### config.mk
export PLATFORM = sky130hd
export DESIGN_NAME = aba_routing_number_validator
export DESIGN_NICKNAME = d
export VERILOG_FILES = /design/src/design/abarn_pkg.sv /design/src/design/aba_routing_number_validator.sv /design/src/design/abarn_digit_acc.sv
export VERILOG_INCLUDE_DIRS = /design/src /design/src/design
export SDC_FILE = /design/constraint.sdc
export NUM_CORES = 1
export LEC_CHECK = 0
export BUFFER_PORTS_ARGS = -buffer_cell sky130_fd_sc_hd__buf_4
export CAP_MARGIN = 20
export CORE_ASPECT_RATIO = 0.9
export CORE_MARGIN = 2
export CORE_UTILIZATION = 35
export CTS_CLUSTER_SIZE = 8
export DETAILED_ROUTE_END_ITERATION = 16
export PLACE_DENSITY_LB_ADDON = 0.1
export SYNTH_ARGS = -nofsm -noshare
export SYNTH_HDL_FRONTEND = slang
export SYNTH_HIERARCHICAL = 1
export SYNTH_SLANG_ARGS = --single-unit
### constraint.sdc
create_clock -name clk -period 12.4 [get_ports clk]
set_input_delay 1.86 -clock clk [delete_from_list [all_inputs] [get_ports clk]]
set_output_delay 1.86 -clock clk [all_outputs]
set_load 0.01 [all_outputs]
### src/design/aba_routing_number_validator_defines.svh
// Assertion macros shared by the validator RTL.
// All macros assume a clock named clk and an active-low reset named rst_n.
`ifndef ABA_ROUTING_NUMBER_VALIDATOR_DEFINES_SVH
`define ABA_ROUTING_NUMBER_VALIDATOR_DEFINES_SVH

`ifndef SYNTHESIS
`define ABARN_ASSERT(lbl, expr) \
  lbl: assert property (@(posedge clk) disable iff (!rst_n) (expr)) \
    else $error("abarn: invariant violated");
`define ABARN_ASSERT_IMP(lbl, ante, cons) \
  lbl: assert property (@(posedge clk) disable iff (!rst_n) (ante) |-> (cons)) \
    else $error("abarn: same-cycle implication violated");
`define ABARN_ASSERT_NXT(lbl, ante, cons) \
  lbl: assert property (@(posedge clk) disable iff (!rst_n) (ante) |=> (cons)) \
    else $error("abarn: next-cycle implication violated");
`else
`define ABARN_ASSERT(lbl, expr)
`define ABARN_ASSERT_IMP(lbl, ante, cons)
`define ABARN_ASSERT_NXT(lbl, ante, cons)
`endif

`endif

### src/design/abarn_pkg.sv
package abarn_pkg;

  localparam int CharW    = 8;
  localparam int ValueW   = 30;
  localparam int StatusW  = 3;
  localparam int CountW   = 4;
  localparam int DigitW   = 4;
  localparam int PrefixW  = 7;
  localparam int OutDataW = 40;  // value + status, padded to bytes

  localparam logic [CharW-1:0]  CharZero  = 8'h30;
  localparam logic [CharW-1:0]  CharNine  = 8'h39;
  localparam logic [CountW-1:0] NumDigits = 4'd9;
  localparam logic [CountW-1:0] CountSat  = 4'd10;

  typedef enum logic [StatusW-1:0] {
    ST_OK           = 3'd0,
    ST_BAD_CHAR     = 3'd1,
    ST_BAD_PREFIX   = 3'd2,
    ST_BAD_CHECKSUM = 3'd3,
    ST_BAD_LENGTH   = 3'd4
  } status_t;

  typedef struct packed {
    logic              fin;     // string finished this cycle
    logic [ValueW-1:0] value;
    status_t           status;
  } result_t;

  // v mod 10 for v <= 90; q = (v * 205) >> 11 is exact in that range
  function automatic logic [DigitW-1:0] mod10(input logic [PrefixW-1:0] v);
    logic [17:0]        prod;
    logic [DigitW-1:0]  q;
    logic [PrefixW-1:0] r;
    prod = {11'd0, v} * 18'd205;
    q    = prod[14:11];
    r    = v - 7'({q, 3'b000}) - 7'({q, 1'b0});
    return r[DigitW-1:0];
  endfunction

  // Federal Reserve prefix ranges
  function automatic logic prefix_ok(input logic [PrefixW-1:0] p);
    return (p <= 7'd12) || (p >= 7'd21 && p <= 7'd32) ||
           (p >= 7'd61 && p <= 7'd72) || (p == 7'd80);
  endfunction

endpackage

### src/design/aba_routing_number_validator.sv
// Routing-number validator: one character request per cycle, unless a final character waits on a held result.
// The last character passes the input register, then the result register drives out_tvalid.
// Throughput: 1 character/cycle; a held result stalls input only at the next last char.
// Timing path: input register -> digit accumulator -> result register.
// Reset (rst_n low, synchronous): pipeline emptied, running sums and error cleared.
`include "aba_routing_number_validator_defines.svh"

module aba_routing_number_validator
  import abarn_pkg::*;
(
  input  logic                clk,
  input  logic                rst_n,
  // character stream
  input  logic                in_tvalid,
  output logic                in_tready,
  input  logic [CharW-1:0]    in_tdata,   // [7:0] char_code
  input  logic                in_tlast,   // last_char
  // result stream
  output logic                out_tvalid,
  input  logic                out_tready,
  output logic [OutDataW-1:0] out_tdata   // [29:0] routing_value, [32:30] status, rest 0
);

  // input register stage
  logic             in_valid_r;
  logic [CharW-1:0] in_char_r;
  logic             in_last_r;

  // result register
  logic                out_valid_r;
  logic [OutDataW-1:0] out_data_r;

  logic    advance;   // registered char is consumed by the accumulator
  logic    out_free;
  result_t res;

  // Only a final character needs room in the result register.
  assign out_free  = !out_valid_r || out_tready;
  assign advance   = in_valid_r && (!in_last_r || out_free);
  assign in_tready = !in_valid_r || advance;

  always_ff @(posedge clk) begin
    if (!rst_n) begin
      in_valid_r <= 1'b0;
    end else if (in_tready) begin
      in_valid_r <= in_tvalid;
    end
  end

  always_ff @(posedge clk) begin
    if (in_tready && in_tvalid) begin
      in_char_r <= in_tdata;
      in_last_r <= in_tlast;
    end
  end

  abarn_digit_acc u_acc (
    .clk       (clk),
    .rst_n     (rst_n),
    .step      (advance),
    .char_code (in_char_r),
    .last_char (in_last_r),
    .res       (res)
  );

  always_ff @(posedge clk) begin
    if (!rst_n) begin
      out_valid_r <= 1'b0;
    end else if (res.fin) begin
      out_valid_r <= 1'b1;
    end else if (out_tready) begin
      out_valid_r <= 1'b0;
    end
  end

  always_ff @(posedge clk) begin
    if (res.fin) begin
      out_data_r <= {7'd0, res.status, res.value};
    end
  end

  assign out_tvalid = out_valid_r;
  assign out_tdata  = out_data_r;

  `ABARN_ASSERT_IMP(a_err_zero_value, out_valid_r && out_data_r[32:30] != ST_OK,
                    out_data_r[29:0] == '0)
  `ABARN_ASSERT_IMP(a_status_range, out_valid_r, out_data_r[32:30] <= ST_BAD_LENGTH)
  `ABARN_ASSERT_NXT(a_fin_loads, advance && in_last_r, out_valid_r)
  `ABARN_ASSERT_IMP(a_mid_never_stalls, in_valid_r && !in_last_r, advance)

endmodule

### src/design/abarn_digit_acc.sv
`include "aba_routing_number_validator_defines.svh"

module abarn_digit_acc
  import abarn_pkg::*;
(
  input  logic             clk,
  input  logic             rst_n,
  input  logic             step,
  input  logic [CharW-1:0] char_code,
  input  logic             last_char,
  output result_t          res
);

  logic [CountW-1:0] count_r;
  logic [ValueW-1:0] value_r;
  logic [DigitW-1:0] first_digit_r;
  logic [DigitW-1:0] chk_r;          // running 7-3-9 weighted sum mod 10
  status_t           err_r;

  logic               is_digit;
  logic [CharW-1:0]   char_off;
  logic [DigitW-1:0]  digit;
  logic [DigitW-1:0]  weight;
  logic [7:0]         wprod;
  logic [PrefixW-1:0] chk_sum;
  logic [DigitW-1:0]  chk_nxt;
  logic [PrefixW-1:0] prefix;
  status_t            new_err;
  status_t            err_seen;
  status_t            err_fin;
  logic [CountW-1:0]  count_nxt;
  logic [ValueW-1:0]  value_nxt;

  assign is_digit = (char_code >= CharZero) && (char_code <= CharNine);
  assign char_off = char_code - CharZero;
  assign digit    = char_off[DigitW-1:0];

  always_comb begin
    unique case (count_r)
      4'd0, 4'd3, 4'd6: weight = 4'd7;
      4'd1, 4'd4, 4'd7: weight = 4'd3;
      4'd2, 4'd5:       weight = 4'd9;
      default:          weight = 4'd0;
    endcase
  end

  assign wprod   = {4'd0, weight} * {4'd0, digit};
  assign chk_sum = wprod[PrefixW-1:0] + {3'd0, chk_r};
  assign chk_nxt = mod10(chk_sum);
  assign prefix  = 7'({first_digit_r, 3'b000}) + 7'({first_digit_r, 1'b0}) + {3'd0, digit};

  always_comb begin
    priority if (!is_digit) begin
      new_err = ST_BAD_CHAR;
    end else if (count_r == 4'd1 && !prefix_ok(prefix)) begin
      new_err = ST_BAD_PREFIX;
    end else if (count_r == 4'd8 && digit != chk_r) begin
      new_err = ST_BAD_CHECKSUM;
    end else begin
      new_err = ST_OK;
    end
  end

  assign count_nxt = (is_digit && count_r < CountSat) ? count_r + 4'd1 : count_r;
  assign value_nxt = (is_digit && count_r < NumDigits)
                   ? 30'({value_r, 3'b000}) + 30'({value_r, 1'b0}) + 30'(digit)
                   : value_r;
  assign err_seen  = (err_r == ST_OK) ? new_err : err_r;
  assign err_fin   = (err_seen == ST_OK && count_nxt != NumDigits) ? ST_BAD_LENGTH : err_seen;

  assign res.fin    = step && last_char;
  assign res.status = err_fin;
  assign res.value  = (err_fin == ST_OK) ? value_nxt : '0;

  always_ff @(posedge clk) begin
    if (!rst_n || (step && last_char)) begin
      count_r       <= '0;
      value_r       <= '0;
      first_digit_r <= '0;
      chk_r         <= '0;
      err_r         <= ST_OK;
    end else if (step) begin
      count_r <= count_nxt;
      value_r <= value_nxt;
      err_r   <= err_seen;
      if (is_digit) begin
        chk_r <= chk_nxt;
      end
      if (is_digit && count_r == 4'd0) begin
        first_digit_r <= digit;
      end
    end
  end

  `ABARN_ASSERT(a_count_sat, count_r <= CountSat)
  `ABARN_ASSERT_NXT(a_fin_clears, step && last_char, count_r == '0 && err_r == ST_OK)
  `ABARN_ASSERT_NXT(a_bad_char_sticks, step && !last_char && !is_digit, err_r != ST_OK)

endmodule

## Yosys cells after proc, flatten, opt, wreduce, memory -nomap -nowiden

Memory sizes are Yosys's and may differ from the RTL's. A register that Yosys moved wholly into a read port is not among the register bits.
Index checks and enable logic that the tools add are counted.

| cells by class | value |
|---|---|
| $mul | 2 |
| $lt $le $gt $ge | 9 |
| add/sub/neg operators | 9 |
| equality and inequality tests | 5 |
| mux-type cells | 12 |
| reduce and logical (&&, ||, !) cells | 31 |

Operators with widths:

| cell | number |
|---|---|
| 30-bit adder | 1 |
| 30-bit by 4-bit adder with 30-bit output | 1 |
| 30-bit two-way mux | 1 |
| 3-bit two-way mux | 6 |
| 7-bit by 4-bit adder with 7-bit output | 2 |
| 7-bit by 8-bit multiplier with 14-bit output (second input constant) | 1 |
| 1-bit logical AND | 12 |
| 3-bit zero test | 3 |
| 8-bit by 6-bit greater-or-equal comparator with 1-bit output (second input constant) | 1 |
| 8-bit by 6-bit less-or-equal comparator with 1-bit output (second input constant) | 1 |
| 4-bit < comparator (second input constant) | 2 |
| 4-bit two-way mux | 2 |
| 4-bit subtractor | 2 |
| 7-bit by 5-bit adder with 7-bit output | 1 |
| 7-bit equality test (second input constant) | 1 |
| 7-bit by 5-bit greater-or-equal comparator with 1-bit output (second input constant) | 1 |
| 7-bit by 6-bit greater-or-equal comparator with 1-bit output (second input constant) | 1 |
| 7-bit by 4-bit less-or-equal comparator with 1-bit output (second input constant) | 1 |
| 7-bit by 6-bit less-or-equal comparator with 1-bit output (second input constant) | 1 |
| 7-bit less-or-equal comparator (second input constant) | 1 |
| 1-bit logical OR | 7 |
| 4-bit by 4-bit multiplier with 7-bit output | 1 |
| 1-bit zero test | 5 |
| 4-bit by 1-bit adder with 4-bit output (second input constant) | 1 |
| 10 further kinds | 12 |

| word-level totals | value |
|---|---|
| input bits | 13 |
| logic and storage cells | 80 |
| memories kept | 1 |
| ROM bits | 24 |
| bits in registers | 89 |
| output and inout bits | 42 |

Memories:

| name | depth | width | rd ports | clocked after memory_dff | write ports | line | RTL |
|---|---|---|---|---|---|---|---|
| (name not given) | 8 | 3 | 1 | 1 | 0 | abarn_digit_acc.sv:39 | `unique case (count_r)` |

## Depth between registers and ports, before layout

| depth | value |
|---|---|
| depth after elaboration | 16 |
| mapped depth | 34 |
| depth with buffers taken out | 33 |

## By module

Netlist, hierarchy kept.

By module, submodules not included:

| module | times used | area each (sq um) | cells each |
|---|---|---|---|
| abarn_digit_acc | 1 | 5698.0 | 721 |
| aba_routing_number_validator | 1 | 1421.4 | 59 |

## Worst setup path before layout

Ideal clock, no wire load.

| path | value |
|---|---|
| path type | flip-flop to flip-flop |
| start | reg u_acc.count_r[3] |
| end | reg u_acc.chk_r[3] |
| setup time | 0.132 ns |
| stages on the path, launching flop included | 30 |
| data arrival time | 7.051 ns |
| clock period less this slack | 7.183 ns |
| slack | 5.217 ns |
| cell sequence | dfxtp_1 clkbuf_1 nor2b_1 and2_1 fa_1 fa_1 fa_1 ha_1 a21oi_1 o21bai_1 a21oi_1 xnor2_1 ha_1 ha_1 fa_1 inv_1 fa_1 inv_1 ha_1 a31o_2 a21oi_1 o2111a_1 o21bai_1 xor2_1 ha_1 inv_1 o21ai_0 xnor3_1 nand2_1 a21oi_1 |

| on the way | value |
|---|---|
| longest elaborated chain between the ends | 6 |

RTL lines:

| element | line | RTL |
|---|---|---|
| start, declared | abarn_digit_acc.sv:14 | `logic [CountW-1:0] count_r;` |
| start signal, assigned | abarn_digit_acc.sv:83 | `count_r <= count_nxt;` |
| 4-bit two-way mux * | abarn_digit_acc.sv:39 |  |
| 4-bit by 4-bit multiplier with 7-bit output * | abarn_digit_acc.sv:47 | `assign wprod = {4'd0, weight} * {4'd0, digit};` |
| 7-bit by 4-bit adder with 7-bit output * | abarn_digit_acc.sv:48 | `assign chk_sum = wprod[PrefixW-1:0] + {3'd0, chk_r};` |
| 7-bit by 8-bit multiplier with 14-bit output | abarn_pkg.sv:35 | `prod = {11'd0, v} * 18'd205;` |
| 4-bit subtractor | abarn_pkg.sv:37 | `r = v - 7'({q, 3'b000}) - 7'({q, 1'b0});` |
| 4-bit subtractor * | abarn_pkg.sv:37 |  |
| end signal, assigned | abarn_digit_acc.sv:87 | `chk_r <= chk_nxt;` |
| end, declared | abarn_digit_acc.sv:17 | `logic [DigitW-1:0] chk_r;` |

Every way passes the cells marked *; elsewhere a longest branch is shown, timed or not.
A chain may end at the register's enable or synchronous reset.

## Worst setup path in the final report

Ends and elaborated chain as after synthesis.

==> run summary <==
Clock tree
- clkbuf_16 — root buffer cell
- 0.06 ns — Clock transition at path regs
- 2 — buffer levels on the longest clock path
- 92 — total clock sinks
- 0 — number of buffers inserted by hold repair at cts
- 0 — post-CTS setup buffer count
- 0 — count of cells resized by post-cts repair
- done — TritonCTS clock tree
- 0.35 ns — clock insertion delay at the later pin of the skew report
- 3 — level count of the clock H-tree
- 9 — number of buffers created by CTS

GRT
- 28110 um — first-pass GRT wire length
- 0 — number of antenna violations at the first check in global routing
- 0 — remaining global-route overflow
- 5437 — vias in the first global route
- 16.21% — Tot GR Track Use
- 42 — maximum number of pins on one net before global-route repair

Yosys
- 92 — flip-flop and latch count after synthesis
- 31.78% — sequential fraction of the synthesis area
- 0% — share of async-settable or async-resettable flops after synthesis
- 0.007119 mm^2 — synthesized cell area
- 6 — Yosys Warn Count
- 9.127 um^2 — mean instance size in the synthesized netlist
- 780 — instance count of the mapped netlist
- 60 — Netlist cell types
- dfxtp_1 — flip-flop cell with the highest count after synthesis
- 42 — Post-synth EDFFs

Placed design
- 0.8301 — Routability Congestion
- 1062 — Placed Cells incl. Taps
- 12680 um — HPWL reported at the end of detailed placement
- 47 — count of buffers from port buffering

Power and ir drop
- 160.2 mW/mm^2 — power density normalized to cell area
- 1292 uW — Total Power Consumption
- 0.0001550 V — peak supply drop
- 0.003501 uW — Leak Pwr

Worst setup path
- flop — Worst setup SP type
- flop — category of the worst setup path capture point
- 7.86 ns — critical path data arrival time
- 4.75 ns — worst reg2reg setup slack
- dfxtp_1 — highest-delay cell along the critical path
- 15 — maximum fanout along the worst path
- 12.61 ns — critical path required time
- u_acc/chk_r[3] — end of the worst register-to-register path
- 28 — number of cell instances on the worst register-to-register path
- 0.63 ns — longest individual stage delay on the worst path
- flop to flop — classification of the worst setup path
- u_acc/count_r[3] — RR Startpoint

Floorplan
- 154.3 um — die width
- 49 — num rows
- 0.01999 mm^2 — CORE AREA
- 55 — Boundary Pins
- 35.62% — effective utilization at floorplan
- 0.02150 mm^2 — Die Outline Area
- 139.3 um — DIE HEIGHT

Layout
- 1078 — fin cells
- 9.842% — fraction of layout cells with a size suffix above 1
- ha_1 (119), nand2_1 (112), a21oi_1 (84) — commonest cells after routing, fill and taps aside
- 0 — final antenna diode count
- 1980 — Filler cells
- 13.23% — Syn-to-layout area delta
- ha_1 — most common library cell in the layout ignoring fill and taps
- 968 — number of nets in the layout

Min path
- u_acc/value_r[29] — hold path start
- 2 — depth of the worst hold-timing path
- u_acc/value_r[29] — worst min-delay path endpoint
- flop to flop — Hold WC Path Type

Timing
- 0.009942 ns — clk_skew
- 0 — fin. max-slew vios
- 0 — number of setup violations in the final report
- false — RSZ-0062 raised after global routing
- 0.9510 ns — Least-Margin Pin Slew
- 0.1308 GHz — Fmax achieved
- 0 ns — sum of negative setup slack
- 7.648 ns — shortest period the worst path allows
- 61.68% — period utilization
- 0 — final-report hold violation count
- 36.45% — worst-case headroom to the max-slew limit

Flow run
- 0 — Max Cap Viol

Drt
- 5547 — vias after detailed routing
- 0 — post-route DRC violation count
- 264 — number of DRC violations after detailed-routing iteration 0
- 16780 um — wire length reported by the detailed router
- 15.56 um — routed wirelength normalized by instance count
- 0 — number of antenna-violating nets in the routed design
- 5.146 — average via count per standard cell
- 4 — number of iterations in the first detailed-routing pass

Run status
- finished, final reports clean — status

-- kinds of logic after synthesis --
family | share of synthesized area, %
flip-flops | 31.78
multiplexers | 1.301
AND/OR/NAND/NOR | 15.27
buffers and inverters | 4.728
XOR/XNOR | 5.606
AO/OA/AOI/OAI | 15.29
other | 0.05267
adder cells (fa/ha/maj) | 25.98
-- Yosys cell counts (2+ instances only) --
cell	instances	area share, %
ha_1	119	21
nand2_1	112	5.9
a21oi_1	84	5.9
nor2_1	55	2.9
dfxtp_1	50	14
inv_1	48	2.5
edfxtp_1	42	18
xnor2_1	34	4.2
o21ai_0	31	2.2
clkbuf_1	19	1.0
fa_1	18	5.1
and2_1	15	1.3
nand3_1	15	1.1
a211oi_1	14	1.5
a21o_1	9	0.95
xor2_1	9	1.1
buf_4	7	0.74
mux2i_1	7	0.98
o21a_1	7	0.74
nor2b_1	6	0.53
and3_1	5	0.44
buf_2	5	0.35
nand4_1	5	0.44
or3_1	5	0.44
a31oi_1	4	0.35
nor3_1	4	0.28
a21boi_0	3	0.32
a41oi_1	3	0.37
o21bai_1	3	0.32
a21boi_1	2	0.21
a31o_2	2	0.25
and4_1	2	0.25
buf_1	2	0.11
mux2_2	2	0.32
nand2b_1	2	0.18
nor3b_1	2	0.21
o211ai_1	2	0.21
o31a_1	2	0.25
o31ai_1	2	0.21
or2_2	2	0.18
-- routing by layer --
layer / track usage, % / part of all wire, % / up-vias
met5: 0 / 0 / -
met4: 5.214 / 1.6 / 0
met3: 2.491 / 3.5 / 18
met2: 24.95 / 43 / 91
met1: 23.38 / 52 / 2638
li1: - / - / 2800
-- worst max path at each step --
stage,start,to,slack [ns],cells after the start
after global placement,u_acc/count_r[3],u_acc/chk_r[3],4.91,28
after CTS,u_acc/count_r[3],u_acc/chk_r[3],4.71,28
after detailed placement,u_acc/count_r[3],u_acc/chk_r[3],4.77,29
after floorplan,u_acc/count_r[3],u_acc/chk_r[3],5.22,29
final,u_acc/count_r[3],u_acc/chk_r[3],4.75,28
after global routing,u_acc/count_r[3],u_acc/chk_r[3],4.20,28
-- area by class of cell --
cell class                      instances  area (um^2)  share of cell area, %
Sequential cell                        92         2262                  28.06
Multi-Input combinational cell        613         4543                  56.36
Inverter                               48        180.2                  2.235
Clock buffer                           12        246.5                  3.058
Timing Repair Buffer                   54        412.9                  5.122
Clock inverter                          4        97.59                  1.211
Tap cell                              255        319.1                  3.958
-- metrics by stage --
step / cell area [um^2] / utilization, % / setup WS, ns / hold slack, ns
global route: 8061 / 40.33 / 4.201 / 0.4755
detailed placement: 7717 / 38.61 / 4.768 / 0.4474
finish: 8061 / 40.33 / 4.752 / 0.4616
CTS: 8061 / 40.33 / 4.712 / 0.4574
global placement: 7702 / 38.54 / 4.908 / 0.4436
floorplan: 7142 / - / 5.217 / 0.4366
-- report_power, final --
| part | internal (uW) | leakage [uW] | switching [uW] |
|---|---|---|---|
| clock | 203 | 0.000163 | 119 |
| combinational | 320 | 0.00253 | 321 |
| sequential | 322 | 0.000807 | 6.01 |
-- critical path, delay by kind of cell, from the launching register on --
family          cells  cell delay, ns
fa+ha+maj          10            4.06
compound gates      9            1.52
xor+xnor            3            0.70
flops               1            0.63
simple gates        3            0.44
buf+inv             3            0.14
-- registers in the layout, indices dropped and copies added (netlist names), named ones only --
name and count:
in_char_r 8, in_last_r 1, in_valid_r 1, out_tdata 33, out_tvalid 1, u_acc/chk_r 4
u_acc/count_r 4, u_acc/err_r 3, u_acc/first_digit_r 4, u_acc/value_r 30
Power figures use the tool's default switching activity.
